### src/rtl/htks_pkg.sv
// Package for the hashed top-k selector: sizes, hash constants, state codes.
// Used by htks_hash, htks_ram users and hashed_top_k_selector_top.
package htks_pkg;

    localparam int CAPACITY  = 8192;
    localparam int MASK_BITS = 30;
    localparam int KEY_W     = 64;
    localparam int SEED_W    = 63;
    localparam int KEEP_W    = 14;
    localparam int ADDR_W    = $clog2(CAPACITY);
    localparam int SIZE_W    = ADDR_W + 1;
    localparam int ENTRY_W   = KEY_W + MASK_BITS;

    localparam logic [KEY_W-1:0] MIX_ADD  = 64'h9e3779b97f4a7c15;
    localparam logic [KEY_W-1:0] MIX_MUL1 = 64'hbf58476d1ce4e5b9;
    localparam logic [KEY_W-1:0] MIX_MUL2 = 64'h94d049bb133111eb;

    localparam logic [SEED_W-1:0] SEED_RESET = 63'h4245422842334245;
    localparam logic [KEEP_W-1:0] KEEP_RESET = 14'd8192;

    localparam logic CFG_SEED = 1'b0;
    localparam logic CFG_KEEP = 1'b1;

    localparam logic OP_OFFER = 1'b0;
    localparam logic OP_POP   = 1'b1;

    typedef enum logic [3:0] {
        ST_IDLE,
        ST_HASH,
        ST_SU_RD,
        ST_SU_CMP,
        ST_SD_RDL,
        ST_SD_RDR,
        ST_SD_CMP,
        ST_EMIT,
        ST_POP_RD,
        ST_POP_LAST
    } t_state;

    function automatic logic [SIZE_W-1:0] limit_of(input logic [KEEP_W-1:0] k);
        logic [SIZE_W-1:0] lim;
        if (k == '0) begin
            lim = SIZE_W'(1);
        end else if (32'(k) > CAPACITY) begin
            lim = SIZE_W'(CAPACITY);
        end else begin
            lim = SIZE_W'(k);
        end
        return lim;
    endfunction

endpackage

### src/rtl/htks_hash.sv
// Multi-cycle splitmix64 key unit on one shared 32x32 multiplier.
// Depends on htks_pkg.
module htks_hash (
    input  logic                      i_clk,
    input  logic                      i_rst_n,
    input  logic                      i_start,
    input  logic [htks_pkg::KEY_W-1:0] i_value,
    output logic                      o_done,
    output logic [htks_pkg::KEY_W-1:0] o_key
);

    logic                      r_busy;
    logic                      r_done;
    logic [3:0]                r_step;
    logic [htks_pkg::KEY_W-1:0] r_a;
    logic [htks_pkg::KEY_W-1:0] r_acc;
    logic [htks_pkg::KEY_W-1:0] r_key;

    logic [htks_pkg::KEY_W-1:0] mul_b;
    logic [31:0]               op_a;
    logic [31:0]               op_b;
    logic [63:0]               prod;
    logic [1:0]                sub;

    always_comb begin
        mul_b = (r_step >= 4'd5) ? htks_pkg::MIX_MUL2 : htks_pkg::MIX_MUL1;
        sub   = (r_step >= 4'd5) ? 2'(r_step - 4'd5) : 2'(r_step - 4'd1);
        op_a  = (sub == 2'd2) ? r_a[63:32] : r_a[31:0];
        op_b  = (sub == 2'd1) ? mul_b[63:32] : mul_b[31:0];
        prod  = 64'(op_a) * 64'(op_b);
    end

    always_ff @(posedge i_clk) begin
        if (!i_rst_n) begin
            r_busy <= 1'b0;
            r_done <= 1'b0;
            r_step <= '0;
        end else begin
            r_done <= 1'b0;
            if (i_start) begin
                r_busy <= 1'b1;
                r_step <= '0;
            end else if (r_busy) begin
                r_step <= r_step + 4'd1;
                if (r_step == 4'd8) begin
                    r_busy <= 1'b0;
                    r_done <= 1'b1;
                end
            end
        end
    end

    always_ff @(posedge i_clk) begin
        if (i_start) begin
            r_a <= i_value + htks_pkg::MIX_ADD;
        end else if (r_busy) begin
            case (r_step)
                4'd0: r_a <= r_a ^ (r_a >> 30);
                4'd4: r_a <= r_acc ^ (r_acc >> 27);
                4'd8: r_key <= r_acc ^ (r_acc >> 31);
                default: begin
                    if (sub == 2'd0) begin
                        r_acc <= prod;
                    end else begin
                        r_acc <= r_acc + {prod[31:0], 32'b0};
                    end
                end
            endcase
        end
    end

    assign o_done = r_done;
    assign o_key  = r_key;

endmodule

### config.mk
export PLATFORM = sky130hd
export DESIGN_NAME = htks_hash
export DESIGN_NICKNAME = d
export VERILOG_FILES = /design/src/rtl/htks_pkg.sv /design/src/rtl/htks_hash.sv
export SDC_FILE = /design/constraint.sdc
export NUM_CORES = 2
export LEC_CHECK = 0
export ABC_AREA = 1
export BUFFER_PORTS_ARGS = -buffer_cell sky130_fd_sc_hd__buf_2
export CAP_MARGIN = 30
export CORE_AREA = 4 4 389 391
export CTS_CLUSTER_SIZE = 20
export DETAILED_ROUTE_END_ITERATION = 10
export DIE_AREA = 0 0 393 395
export MAX_ROUTING_LAYER = met4
export SLEW_MARGIN = 20
export SYNTH_ARGS = -nofsm -noshare
export SYNTH_HDL_FRONTEND = slang
export SYNTH_SLANG_ARGS = --single-unit
export TNS_END_PERCENT = 5
### constraint.sdc
create_clock -name i_clk -period 15.7 [get_ports i_clk]
set_input_delay 1.57 -clock i_clk [delete_from_list [all_inputs] [get_ports i_clk]]
set_output_delay 1.57 -clock i_clk [all_outputs]
set_load 0.1 [all_outputs]
=== Word level (Yosys, flattened, before mapping) ===
Cells that the tools add are included.

* Flip-flop bits (word level): 198
* Latch bits: 0
* Bits in writable memories: 0
* Bits in read-only memories: 0
* Bits of input ports: 67
* Output and inout bits: 65
* Word-level logic and storage cells: 46
* Memories kept: 0

* Add/subtract/negate cells: 5
* Multipliers: 1
* Div/mod/pow operators: 0
* Magnitude comparators: 1
* Equal/unequal tests: 4
* Shift-type cells: 0
* Multiplexer cells: 12
* Bitwise operators: 7
* Reduce and logical (&&, ||, !) cells: 10

{| class="wikitable"
|+ Operators with widths
! operator !! count
|-
| 64-bit two-way mux || 3
|-
| 64-bit one-hot mux with 2 select lines || 1
|-
| 64-bit adder || 1
|-
| 64-bit adder, second input constant || 1
|-
| 32-bit by 32-bit multiplier with 64-bit output || 1
|-
| 32-bit two-way mux || 2
|-
| 64-bit by 33-bit XOR with 64-bit output || 1
|-
| 64-bit by 34-bit XOR with 64-bit output || 1
|-
| 64-bit by 37-bit XOR with 64-bit output || 1
|-
| 62-bit two-way mux || 1
|-
| 3-bit AND reduction || 2
|-
| 3-bit OR reduction || 2
|-
| 4-bit by 1-bit adder with 4-bit output, second input constant || 1
|-
| 4-bit by 3-bit equality test with 1-bit output, second input constant || 1
|-
| 4-bit equality test, second input constant || 1
|-
| 4-bit by 3-bit greater-or-equal comparator with 1-bit output, second input constant || 1
|-
| 4-bit logical NOT || 1
|-
| 1-bit two-way mux || 4
|-
| 1-bit NOT || 4
|-
| 2-bit by 1-bit subtractor with 2-bit output, second input constant || 2
|-
| 3-bit nonzero test || 1
|-
| 2-bit by 1-bit equality test with 1-bit output, second input constant || 1
|-
| 2-bit equality test, second input constant || 1
|-
| 2-bit logical NOT || 1
|-
| 4 further kinds || 4
|}

=== Depth between registers and ports, before layout ===
* Depth after elaboration: 7
* Depth in mapped cells: 48
* Gate-level depth less buffers: 45

=== Worst setup path after synthesis ===
Ideal clock, no wire load.

* Path kind: register to register
* Start: reg r_step[1]
* End: reg r_acc[63] in the netlist's numbering (data pin)
* Setup time: 0.253 ns
* Arrival: 8.782 ns
* Data required time: 15.447 ns
* Path slack: 6.665 ns
* Stages on the path, launching flop included: 42
* Path buffers: 3
* Period minus slack after synthesis: 9.035 ns
* Cell sequence: dfxtp_1 inv_1 ha_1 nand2_1 o22ai_2 inv_1 buf_2 ha_1 clkbuf_1 inv_2 buf_1 nor2_1 inv_1 fa_1 inv_1 fa_1 fa_1 inv_1 [... 6 more ...] ha_1 nand2_2 nor2_4 inv_1 o21ai_0 inv_1 nand2_1 xor2_1 inv_1 ha_1 nand2_1 o21ai_0 a21oi_1 o21ai_0 a21oi_1 nand3_1 nand3_1 nand2_1

* Longest elaborated chain between the ends: 7
* Elaborated cells on any way between the ends: 13
* Those cells by class: 3 x add/sub; 1 x mul; 1 x order compare; 2 x eq/ne; 5 x mux; 1 x reduce/logical

{| class="wikitable"
|+ Ends and longest elaborated chain
! item !! RTL line !! text
|-
| from (decl) || htks_hash.sv:14 || <nowiki>logic [3:0] r_step;</nowiki>
|-
| from (signal assigned) || htks_hash.sv:44 || <nowiki>r_step <= r_step + 4'd1;</nowiki>
|-
| 4-bit by 3-bit greater-or-equal comparator with 1-bit output or 2-bit by 1-bit subtractor with 2-bit output (tied branches) || htks_hash.sv:26, htks_hash.sv:27 ||
|-
| 2-bit two-way mux || htks_hash.sv:27 || <nowiki>sub = (r_step >= 4'd5) ? 2'(r_step - 4'd5) : 2'(r_step - 4'd1);</nowiki>
|-
| 2-bit equality test or 2-bit by 1-bit equality test with 1-bit output (tied branches) || htks_hash.sv:28, htks_hash.sv:29 ||
|-
| 32-bit two-way mux (on tied branches) || htks_hash.sv:28, htks_hash.sv:29 ||
|-
| 32-bit by 32-bit multiplier with 64-bit output || htks_hash.sv:30 || <nowiki>prod = 64'(op_a) * 64'(op_b);</nowiki>
|-
| 64-bit adder || htks_hash.sv:65 || <nowiki>r_acc <= r_acc + {prod[31:0], 32'b0};</nowiki>
|-
| 64-bit two-way mux * || htks_hash.sv:62 || <nowiki>if (sub == 2'd0) begin</nowiki>
|-
| to (signal assigned) || htks_hash.sv:63 || <nowiki>r_acc <= prod;</nowiki>
|-
| to (signal assigned) || htks_hash.sv:65 ||
|-
| to (decl) || htks_hash.sv:16 || <nowiki>logic [htks_pkg::KEY_W-1:0] r_acc;</nowiki>
|}

Every way passes the cells marked *; elsewhere a longest branch is shown, timed or not.
A chain may end at the register's enable or synchronous reset.

=== Worst setup path in the final report ===
Ends and elaborated chain as after synthesis.

==> run summary <==
Status = complete, no violations
Post-synthesis sequential area ratio = 0.1335
Buffers added on ports = 131
Cell count after placement = 7249
CTS root buf = clkbuf_16
Sequential Area = 5886 sq um
Syn-to-layout area delta = 8.339%
Syn avg cell area = 8.421 sq um
Worst relative slew slack = 0.3615
Yosys top cell area share = 0.3756
Gr ovfl total = 0
Post-DRT Antenna Nets = 0
First-pass GRT wire length = 256100 microns
CP max stage cell = fa_1
Crit path kind = reg -> reg
Share of cells above drive strength 1 = 0.07101
Worst skew pair latency = 0.51 ns
Fmax = 91.80 MHz
#FFs+latches synth = 198
Clock sink count = 198
Crit path arrival time = 11.16 ns
Cells after Synth = 5235
Setup Fix Bufs, Post-CTS = 0
TritonCTS Buffers = 17
Worst Hold Class = reg -> reg
Final worst-path cycle share = 0.6938
Drt wl/cell = 24.03 microns
Non-filler cells, final = 7284
Number of fill cells in the layout = 15630
Post_cts resized = 0
Initial antenna violation count = 5
CTS Hold Bufs = 0
Area taken by multi-input logic gates = 32980 sq um
TNS Setup = 0 ns
CP endpoint kind = flop
Nets = 6605
Placeable Area = 147500 sq um
DIE AREA = 155200 sq um
Clk slew on worst S/H paths = 0.09 ns
DP Wirelength = 152700 microns
Vias in the first global route = 37050
Fin. max-slew vios = 0
Synth unique cells = 57
Placed cell area = 47190 sq um
Synth warn = 0
GPL Wtd Cong = 1.009
Worst Path Required = 15.97 ns
Slowest stage delay, CP = 0.55 ns
Slew @ Worst Pin = 0.9577 ns
Avg Vias per Cell = 4.972
DR vias = 36220
Die Y = 395 microns
Post-Syn Nets = 6502
Initial Util = 0.2989
Chip width = 393 microns
Final Hold Viols = 0
H-tree lvl count = 4
Post-synth EDFFs = 192
Asr flop ratio synth = 0
Yosys top cell by area = fa_1
Largest net degree at the start of global routing = 64
Final setup viols = 0
Final Cell Area = 47760 sq um
Bufs on Longest Clock Path = 2
RSZ-0062 raised after global routing = false
CTS tree = built
DR pass1 iterations = 5
Final min period = 10.89 ns
Max-cap violations = 0
Prevailing post-synth register cell = edfxtp_1
Number of remaining DRC errors = 0
Worst clock skew = 0.02414 ns
Starting DRT DRC Count = 3722
I/O pin count = 132
Worst Path Max Fanout = 37
Most used cell, CP = inv_1
GRT Total Usage = 0.2324
Post-Route WL = 175100 microns
Synth area leaders = fa_1 38%, edfxtp_1 13%, inv_1 11%, ha_1 11%, nor2_1 6.2%
Crit start category = flop
FP Rows = 141
Fin util = 0.3238
Mapped cell area = 44080 sq um
## placed cells by master (no fill, tap or decap), drive strengths merged, types with 3 or more instances in the layout
cell    instances
nand2         698
diode           3
inv          1285
nor2          756
o21a           12
o211ai          4
nand4          21
or2            27
o21ai         239
fa            827
clkinv          9
nand3         176
a21o           15
xnor2          50
dfxtp           6
o21bai         12
nor3           47
xor2          107
a21oi         241
nand3b          7
ha            373
buf           191
clkbuf         17
nor4            4
o22ai          13
a21boi          9
edfxtp        192
## path summary, 6_finish.rpt
check                           startpoint   endpoint  slack, ns  cells after the start
worst max register to register   r_step[1]  r_acc[63]       4.81                     43
worst min register to register      r_busy  r_step[2]       0.58                      2
worst max-delay path             r_step[1]  r_acc[63]       4.81                     43
worst min-delay path                r_busy  r_step[2]       0.58                      2
## cell families (layout without fill, tap and decap cells)
family	after synthesis	in the layout	synth area share
AO/OA/AOI/OAI	552	552	0.06863
XOR/XNOR	157	157	0.03136
adder cells (fa/ha/maj)	1200	1200	0.4814
buffers and inverters	1386	1502	0.1196
flip-flops	198	198	0.1335
other	0	3	0
AND/OR/NAND/NOR	1742	1742	0.1655
## sequential cells by signal, indices dropped and copies added (netlist names)
name,cells
r_step,4
o_key,64
r_busy,1
o_done,1
r_acc,64
r_a,64
## cell usage after synthesis (all sizes together) (27+ instances only)
library cell     n
nand2          698
edfxtp         192
fa             827
xnor2           50
o21ai          239
ha             373
a21oi          241
xor2           107
inv           1277
nor2           756
nand3          176
or2             27
clkbuf          56
buf             51
nor3            47
## worst max-delay path, delay by kind of cell, from the launching register on
kind            cells  cell delay [ns]
compound gates      6             1.04
xor+xnor            1             0.52
fa+ha+maj          12             5.31
buf+inv            15             2.16
flops               1             0.33
simple gates        9             1.28
## per-stage QoR
stage | hold slack (ns) | setup slack, ns
floorplan | 0.5217 | 6.665
global placement | 0.5506 | 4.837
detailed placement | 0.5563 | 4.885
CTS | 0.5679 | 4.897
global route | 0.6158 | 4.098
finish | 0.5767 | 4.807
## final cells by class
cell class                      instances  share of cell area
Timing Repair Buffer                  191             0.02321
Sequential cell                       198              0.1232
Multi-Input combinational cell       3651              0.6905
Clock buffer                           17            0.008907
Inverter                             1279              0.1005
Antenna cell                            3           0.0001572
Tap cell                             1930             0.05056
Clock inverter                         15            0.002882
## per-layer routing
metal,vias up,global-route usage,part of all wire
met1,18150,0.3102,0.42
met2,1679,0.3587,0.45
met5,-,-,0
met3,310,0.03476,0.084
li1,16080,-,-
met4,0,0.08538,0.046
Power is not shown: default switching activity piles up to over one toggle a cycle in this logic, so the estimate is an artifact.
