<file path="src/rtl/htks_ram.sv">
// Generic single-write, single-read RAM with registered read data.
// No dependencies.
module htks_ram #(
    parameter int WIDTH = 8,
    parameter int DEPTH = 16
) (
    input  logic                     i_clk,
    input  logic                     i_we,
    input  logic [$clog2(DEPTH)-1:0] i_waddr,
    input  logic [WIDTH-1:0]         i_wdata,
    input  logic [$clog2(DEPTH)-1:0] i_raddr,
    output logic [WIDTH-1:0]         o_rdata
);

    logic [WIDTH-1:0] r_mem [DEPTH];
    logic [WIDTH-1:0] r_rdata;

    always_ff @(posedge i_clk) begin
        if (i_we) begin
            r_mem[i_waddr] <= i_wdata;
        end
        r_rdata <= r_mem[i_raddr];
    end

    assign o_rdata = r_rdata;

endmodule

</file>
<file path="config.mk">
export PLATFORM = sky130hd
export DESIGN_NAME = htks_ram
export DESIGN_NICKNAME = d
export VERILOG_FILES = /design/src/rtl/htks_ram.sv
export SDC_FILE = /design/constraint.sdc
export NUM_CORES = 1
export LEC_CHECK = 0
export ABC_CLOCK_PERIOD_IN_PS = 2650
export BUFFER_PORTS_ARGS = -buffer_cell sky130_fd_sc_hd__buf_2
export CAP_MARGIN = 5
export CORE_ASPECT_RATIO = 1.5
export CORE_MARGIN = 10
export CORE_UTILIZATION = 60
export DETAILED_ROUTE_END_ITERATION = 12
export PLACE_DENSITY_LB_ADDON = 0.3
export REMOVE_ABC_BUFFERS = 1
export SLEW_MARGIN = 30
export SYNTH_ARGS = -nofsm -noshare
export SYNTH_HDL_FRONTEND = slang
export SYNTH_SLANG_ARGS = --single-unit
export TNS_END_PERCENT = 1
</file>
<file path="constraint.sdc">
create_clock -name i_clk -period 2.65 [get_ports i_clk]
set_clock_uncertainty 0.15 [all_clocks]
set_input_delay 0.6625 -clock i_clk [delete_from_list [all_inputs] [get_ports i_clk]]
set_output_delay 0.6625 -clock i_clk [all_outputs]
set_load 0.1 [all_outputs]
</file>
* After elaboration in Yosys (flattened, before gate mapping)
Memory sizes are Yosys's and may differ from the RTL's. A register that Yosys moved wholly into a read port is not among the register bits. Cells that the tools add are included.
Word-level totals: memory bits (writable) 128, bits in registers 0, bits of input ports 18, word-level logic and storage cells 3, memories kept 1, output and inout bits 8
Memory list:
- r_mem | words 16, width 8, read ports 1, clocked after Yosys merged registers in 1, wr ports 1, line 15 | logic [WIDTH-1:0] r_mem [DEPTH];
Cells by class: muxes and demuxes 2
Operators by type and width (count):
- $mux W1 | 2

* Longest topological paths before layout
Gate-level depths: netlist (run 1).
depth after elaboration 2, gate-level depth with buffers 5, depth with buffers taken out 3

* Worst setup path after synthesis (run 1)
No wires, ideal clock.
kind input to register, from input port i_waddr[2], to memory r_mem[0][0], enable pin, arrival time 1.772 ns, library setup time 0.383 ns, setup slack 0.345 ns, data required time 2.117 ns, path buffers 0, stages 2, path through or3b_2 > nor3_1
RTL lines:
- start, declared | line 9 | input logic [$clog2(DEPTH)-1:0] i_waddr,
- end, declared | line 15
No word-level cell before the write port.

* Final worst setup path (run 1)
from register r_rdata[3], in the netlist o_rdata[3] (read register of r_mem), to output port o_rdata[3]
RTL lines:
- start, declared | line 16 | logic [WIDTH-1:0] r_rdata;
- end, declared | line 12 | output logic [WIDTH-1:0] o_rdata
No word-level cell between the ends.

==> metrics.md, run 1 <==
| Metric | Value |
|---|---|
| Hold path cells | `1` |
| Status | `completed` |
| Top Layer Used | `met4` |
| Synth Cell Area | `5150 sq um` |
| Fin Setup TNS | `0 ps` |
| H-tree depth | `4` |
| Max_slew headroom | `0.516` |
| Detailed Route Iter0 Violations | `between 200 and 250` |
| Seq/Total Area, Yosys | `0.778` |
| Crit-path cells | `buf_2` |
| Max clock buf depth | `2` |
| Post-CTS Repair Setup Buffers | `0` |
| Starting Density | `0.612` |
| # rows | `41` |
| GPL Wtd Cong | `0.754` |
| Slew Limit Fails | `0` |
| Core Region | `8410 sq um` |
| Footprint of the multi-input gates | `between 1000 and 1500 sq um` |
| Number of enable flip-flop cells after synthesis | `128` |
| Design internal power | `3.95 mW` |
| Worst path max stage delay | `440 ps` |
| Wire length on met1 | `3.82 mm` |
| TritonCTS Buffers | `17` |
| CTS tree | `built` |
| Kind of critical path | `flop to output pin` |
| Final period util | `0.761` |
| Layout cell share with drive strength beyond 1 | `0.297` |
| Total number of vias | `~2400` |
| Critical Path RT | `1840 ps` |
| Worst setup slack after layout | `between 600 and 700 ps` |
| Filler instances | `519` |
| Hold Violations, Final | `0` |
| CP Capture Type | `output pin` |
| Vias per cell | `slightly above 6` |
| Worst-Skew Late Latency | `slightly above 400 ps` |
| Die Y | `133 um` |
| Crit-path slowest cell | `buf_2` |
| GRT overflow | `0` |
| DR pass1 iterations | `5` |
| IO buf count | `25` |
| Met2 WL | `5.20 mm` |
| Final nets | `301` |
| Num ports | `26` |
| RSZ-0062 raised after global routing | `false` |
| CP top delay family | `buffers and inverters` |
| Maximum vdd drop | `roughly 0.57 mV` |
| Post-DP Area | `between 5000 and 6000 sq um` |
| Sequential share of power | `0.486` |
| Routed wire length | `9.74 mm` |
| Synth top area cells | `edfxtp_1 75%, mux4_2 7.9%, mux4_1 7.1%` |
| Crit. path cell count | `1` |
| Clock-pin slew on the worst setup and hold paths | `50 ps` |
| Ys flop type | `edfxtp_1` |
| R2R cell count | `3` |
| Area growth syn-to-layout | `17.8%` |
| Syn avg cell area | `22.5 sq um` |
| Hold_buf cts | `0` |
| Power Density | `821 nW/um^2` |
| Min cycle time layout | `roughly 2000 ps` |
| Antenna viol nets, final | `0` |
| Gate Count Post-Synth | `about 230` |
| Initial antenna violation count | `0` |
| Antenna diodes | `0` |
| Yosys synthesis warning count | `0` |
| Root Driver | `clkbuf_16` |
| Logic gate share of total power | `0.065` |
| Vias in the first global route | `between 2000 and 3000` |
| CTS resizes | `0` |
| Slew at the pin closest to its max-slew limit | `723 ps` |
| Sw power | `1.03 mW` |
| Leak pwr | `approximately 2.1 nW` |
| Area share of the largest cell type after synthesis | `0.747` |
| Commonest cells in the netlist | `128 x edfxtp_1, 18 x mux4_2, 16 x a22oi_1, 14 x mux4_1, 13 x nor2_1` |
| Worst setup SP type | `flop` |
| Routed met3 length | `just under 600 um` |
| Bufs and invs on worst path | `1` |
| Setup Viol. Count Final | `0` |
| Fin area | `6060 sq um` |
| DIE WIDTH | `~96 um` |
| Hold Crit Class | `input pin to flop` |
| Post-synth ARST share | `0` |
| GRT Overall Usage | `0.167` |
| Drc violations | `0` |
| Routed length per instance | `~24 um` |
| Die area | `12800 sq um` |
| Max FO, Critical Path | `1` |
| Sw Share | `0.206` |
| DP Wirelength | `6.23 mm` |
| Post-synth top area cell | `edfxtp_1` |
| Reg area | `4000 sq um` |
| Global-route wire length before repair | `~15 mm` |
| Fmax | `496 MHz` |
| Most common cell in the netlist | `edfxtp_1` |
| Yosys cell types | `19` |
| FF+latch count, synth | `136` |
| MaxCap Viol Count | `0` |
| Largest net degree at the start of global routing | `33` |
| Place WS | `397 ps` |
| Critical path data arrival time | `about 1200 ps` |
| Power share of the clock group | `0.449` |
| Sink Count | `136` |
==> final cells by class <==
type                       instances  area share
clock buffer                      19      0.0714
clock inverter                    13      0.0223
multi-input combinational         83       0.174
sequential                       136       0.660
tap                              107      0.0221
timing repair buffer              45      0.0495
==> registers in the layout, indices dropped and copies added (netlist names) <==
register	cells
o_rdata	8
r_mem	128
==> placed cells by master (no fill, tap or decap) <==
cell        instances
nor2b_1             1
and2b_1             1
buf_12              2
clkinvlp_4          1
clkinv_1            6
dfxtp_1             8
and2_1              1
edfxtp_1          128
clkbuf_1            2
bufinv_16           3
nand2_1             9
or3b_2              1
mux4_2             18
nand3_1             1
nor3_1              4
mux4_1             14
buf_2              25
buf_4              18
nor2_1             13
clkinv_2            3
a22oi_1            16
nand2b_1            2
nand3b_1            2
clkbuf_16          17
==> power by group through the flow <==
stage / sequential [mW] / clock [mW] / combinational (mW)
2_1_floorplan: 2.56 / 0 / 0.0964
3_3_place_gp: 2.46 / 0 / 0.318
3_5_place_dp: 2.46 / 0 / 0.325
4_1_cts: 2.42 / 2.27 / 0.327
5_1_grt: 2.42 / 2.36 / 0.343
6_report: 2.42 / 2.24 / 0.323
==> routing by layer <==
metal / global-route usage / vias up
met1: 0.206 / 1248
li1: - / 1082
met4: 0.0699 / 0
met2: 0.265 / 102
met3: 0.0489 / 9
met5: 0 / -
==> stage by stage <==
step / power, mW / hold slack, ps / instances / util
finish: 4.98 / 490 / 403 / 0.721
global route: 5.13 / 490 / 403 / 0.721
CTS: 5.02 / 473 / 403 / 0.721
detailed placement: 2.79 / 517 / 371 / 0.653
global placement: 2.78 / 506 / 371 / 0.653
floorplan: 2.66 / 479 / 219 / -
==> final timing paths <==
kind	startpoint	endpoint	slack [ps]
max	o_rdata[3]	o_rdata[3]	630
min	i_wdata[3]	r_mem[8][3]	490
max reg2reg	r_mem[1][2]	o_rdata[2]	1140
min reg2reg	r_mem[12][5]	o_rdata[5]	530
==> kinds of logic after synthesis <==
group           Yosys count  share of synthesized area
flops                   136                      0.778
simple gates             35                     0.0318
buf+inv                  10                     0.0168
compound gates           16                     0.0233
mux                      32                      0.150
Power figures use the tool's default switching activity.
==> run 2: changes to the inputs <==
- ABC_CLOCK_PERIOD_IN_PS: 2650 -> 2000
- clock period: 2.65 -> 2 ns (I/O delays scaled with it)
==> run 2 against run 1 <==
Net effect: count of clock-buffer cells in the layout stayed put; sequential cell count stayed put; via count is 0.94% lower; critical path type unchanged.
==> metrics.md, run 2 (same netlist as run 1, synthesis figures left out) <==
| Metric | Value |
|---|---|
| Status | `completed` |
| Routed length per instance | `24.7 um (+2.1%)` |
| MaxCap Viol Count | `0 (unchanged)` |
| Vias in the first global route | `2610 (-0.95%)` |
| Total number of vias | `2418 (-0.94%)` |
| Slew at the pin closest to its max-slew limit | `776 ps (+52.7 ps)` |
| Slew Limit Fails | `0 (unchanged)` |
| Area growth syn-to-layout | `18.9%` |
| Fin Setup TNS | `0 ps (unchanged)` |
| CTS tree | `built` |
| Layout cell share with drive strength beyond 1 | `0.309 (+0.0114)` |
| Leak pwr | `2.12 nW (+1.5%)` |
| TritonCTS Buffers | `17 (unchanged)` |
| Worst path max stage delay | `450 ps (about the same)` |
| Initial antenna violation count | `0 (unchanged)` |
| Power Density | `1100 nW/um^2 (+34%)` |
| Setup Viol. Count Final | `0 (unchanged)` |
| CP top delay family | `buffers and inverters` |
| Hold_buf cts | `0 (unchanged)` |
| Critical Path RT | `1350 ps (-490 ps)` |
| Crit-path cells | `buf_2` |
| Hold Violations, Final | `0 (unchanged)` |
| Place WS | `-45.4 ps (-442 ps)` |
| CP Capture Type | `output pin` |
| Critical path data arrival time | `1230 ps (+30 ps)` |
| Hold_ws | `326 ps (-164 ps)` |
| Bufs and invs on worst path | `1 (unchanged)` |
| RSZ-0062 raised after global routing | `false` |
| Crit-path slowest cell | `buf_2` |
| Worst-Skew Late Latency | `410 ps (about the same)` |
| Routed wire length | `9.99 mm (+2.6%)` |
| # rows | `41 (unchanged)` |
| Fmax | `around 530 MHz` |
| Sequential share of power | `0.476 (-0.010)` |
| Detailed Route Iter0 Violations | `171 (-31%)` |
| Max_slew headroom | `0.482 (-0.0344)` |
| Antenna diodes | `0 (unchanged)` |
| GPL Wtd Cong | `0.769 (+1.9%)` |
| Vias per cell | `5.97 (-1.4%)` |
| DIE WIDTH | `95.6 um (unchanged)` |
| GRT overflow | `0 (unchanged)` |
| H-tree depth | `4 (unchanged)` |
| Design internal power | `5.37 mW (+36%)` |
| Commonest cells after routing, fill and taps aside | `128 x edfxtp_1, 25 x buf_2, 20 x buf_4` |
| Logic gate share of total power | `0.064 (about the same)` |
| Die area | `12800 sq um (unchanged)` |
| Final period util | `0.940` |
| Max FO, Critical Path | `1 (unchanged)` |
| Core Region | `8410 sq um (unchanged)` |
| Root Driver | `clkbuf_16` |
| Sw Share | `0.204 (-0.00207)` |
| Overall power | `6.75 mW (+35%)` |
| Max FFs per register | `128 (unchanged)` |
| Die Y | `133 um (unchanged)` |
| Num ports | `26 (unchanged)` |
| Sw power | `1.38 mW (+34%)` |
| Power share of the clock group | `0.460 (+0.011)` |
| Worst setup slack after layout | `120 ps (-514 ps)` |
| Sink Count | `136 (unchanged)` |
| Reg with most FFs | `r_mem` |
| Antenna viol nets, final | `0 (unchanged)` |
| Min cycle time layout | `1880 ps` |
| Final nets | `304 (+1.0%)` |
| Hold Crit Class | `input pin to flop` |
| IO buf count | `25 (unchanged)` |
| CTS resizes | `0 (unchanged)` |
| Filler instances | `500 (-3.7%)` |
| Commonest non-fill, non-tap cell in the layout | `edfxtp_1` |
| DP Wirelength | `6.27 mm (+0.74%)` |
| Worst setup SP type | `flop` |
| Clock-pin slew on the worst setup and hold paths | `60 ps (about the same)` |
| Starting Density | `0.612 (unchanged)` |
| Largest net degree at the start of global routing | `33 (unchanged)` |
| Global-route wire length before repair | `15.4 mm (+1.2%)` |
| Kind of critical path | `flop to output pin` |
| GRT Overall Usage | `0.171 (+0.00440)` |
| Drc violations | `0 (unchanged)` |
| Maximum vdd drop | `0.775 mV (+36%)` |
| Max clock buf depth | `2 (unchanged)` |
| DR pass1 iterations | `4 (-1)` |
| Post-CTS Repair Setup Buffers | `0 (unchanged)` |
[run 2: cell count changes in the layout (fill, tap and decap cells not counted), sizes merged]
cell    delta
bufinv     +1
buf        +3
clkinv     -2
[run 2: through the flow]
| step | util | std cells | area [sq um] |
|---|---|---|---|
| floorplan | - | 219 | 5060 |
| global placement | 0.657 | 374 | 5530 |
| detailed placement | 0.657 | 374 | 5530 |
| CTS | 0.728 | 405 | 6120 |
| global route | 0.728 | 405 | 6120 |
| finish | 0.728 | 405 | 6120 |
[run 2: final cells by class]
| type | instances | area [sq um] | share of cell area |
|---|---|---|---|
| clock buffer | 19 | 433 | 0.0707 |
| multi-input combinational | 83 | 1060 | 0.173 |
| timing repair buffer | 48 | 335 | 0.0548 |
| clock inverter | 12 | 158 | 0.0258 |
| tap | 107 | 134 | 0.0219 |
| sequential | 136 | 4000 | 0.654 |
[run 2: power groups by stage]
stage	logic [mW]	registers [mW]	clock network, mW
detailed placement	0.437	3.27	0
finish	0.434	3.21	3.10
CTS	0.440	3.21	3.13
floorplan	0.128	3.40	0
global placement	0.430	3.26	0
global route	0.463	3.21	3.26
[run 2: path summary, 6_finish.rpt]
check,start,endpoint,slack (ps),cells after the start
min reg2reg,r_mem[12][5],o_rdata[5],520,3
max reg2reg,r_mem[5][2],o_rdata[2],510,3
max,o_rdata[7],o_rdata[7],120,1
min,i_wdata[3],r_mem[15][3],330,1
[run 2: per-layer routing]
layer	GRT usage	part of all wire	vias up
li1	-	-	1085
met4	0.0987	0.027	0
met3	0.0422	0.076	25
met2	0.260	0.50	93
met1	0.217	0.39	1215
met5	0	0	-
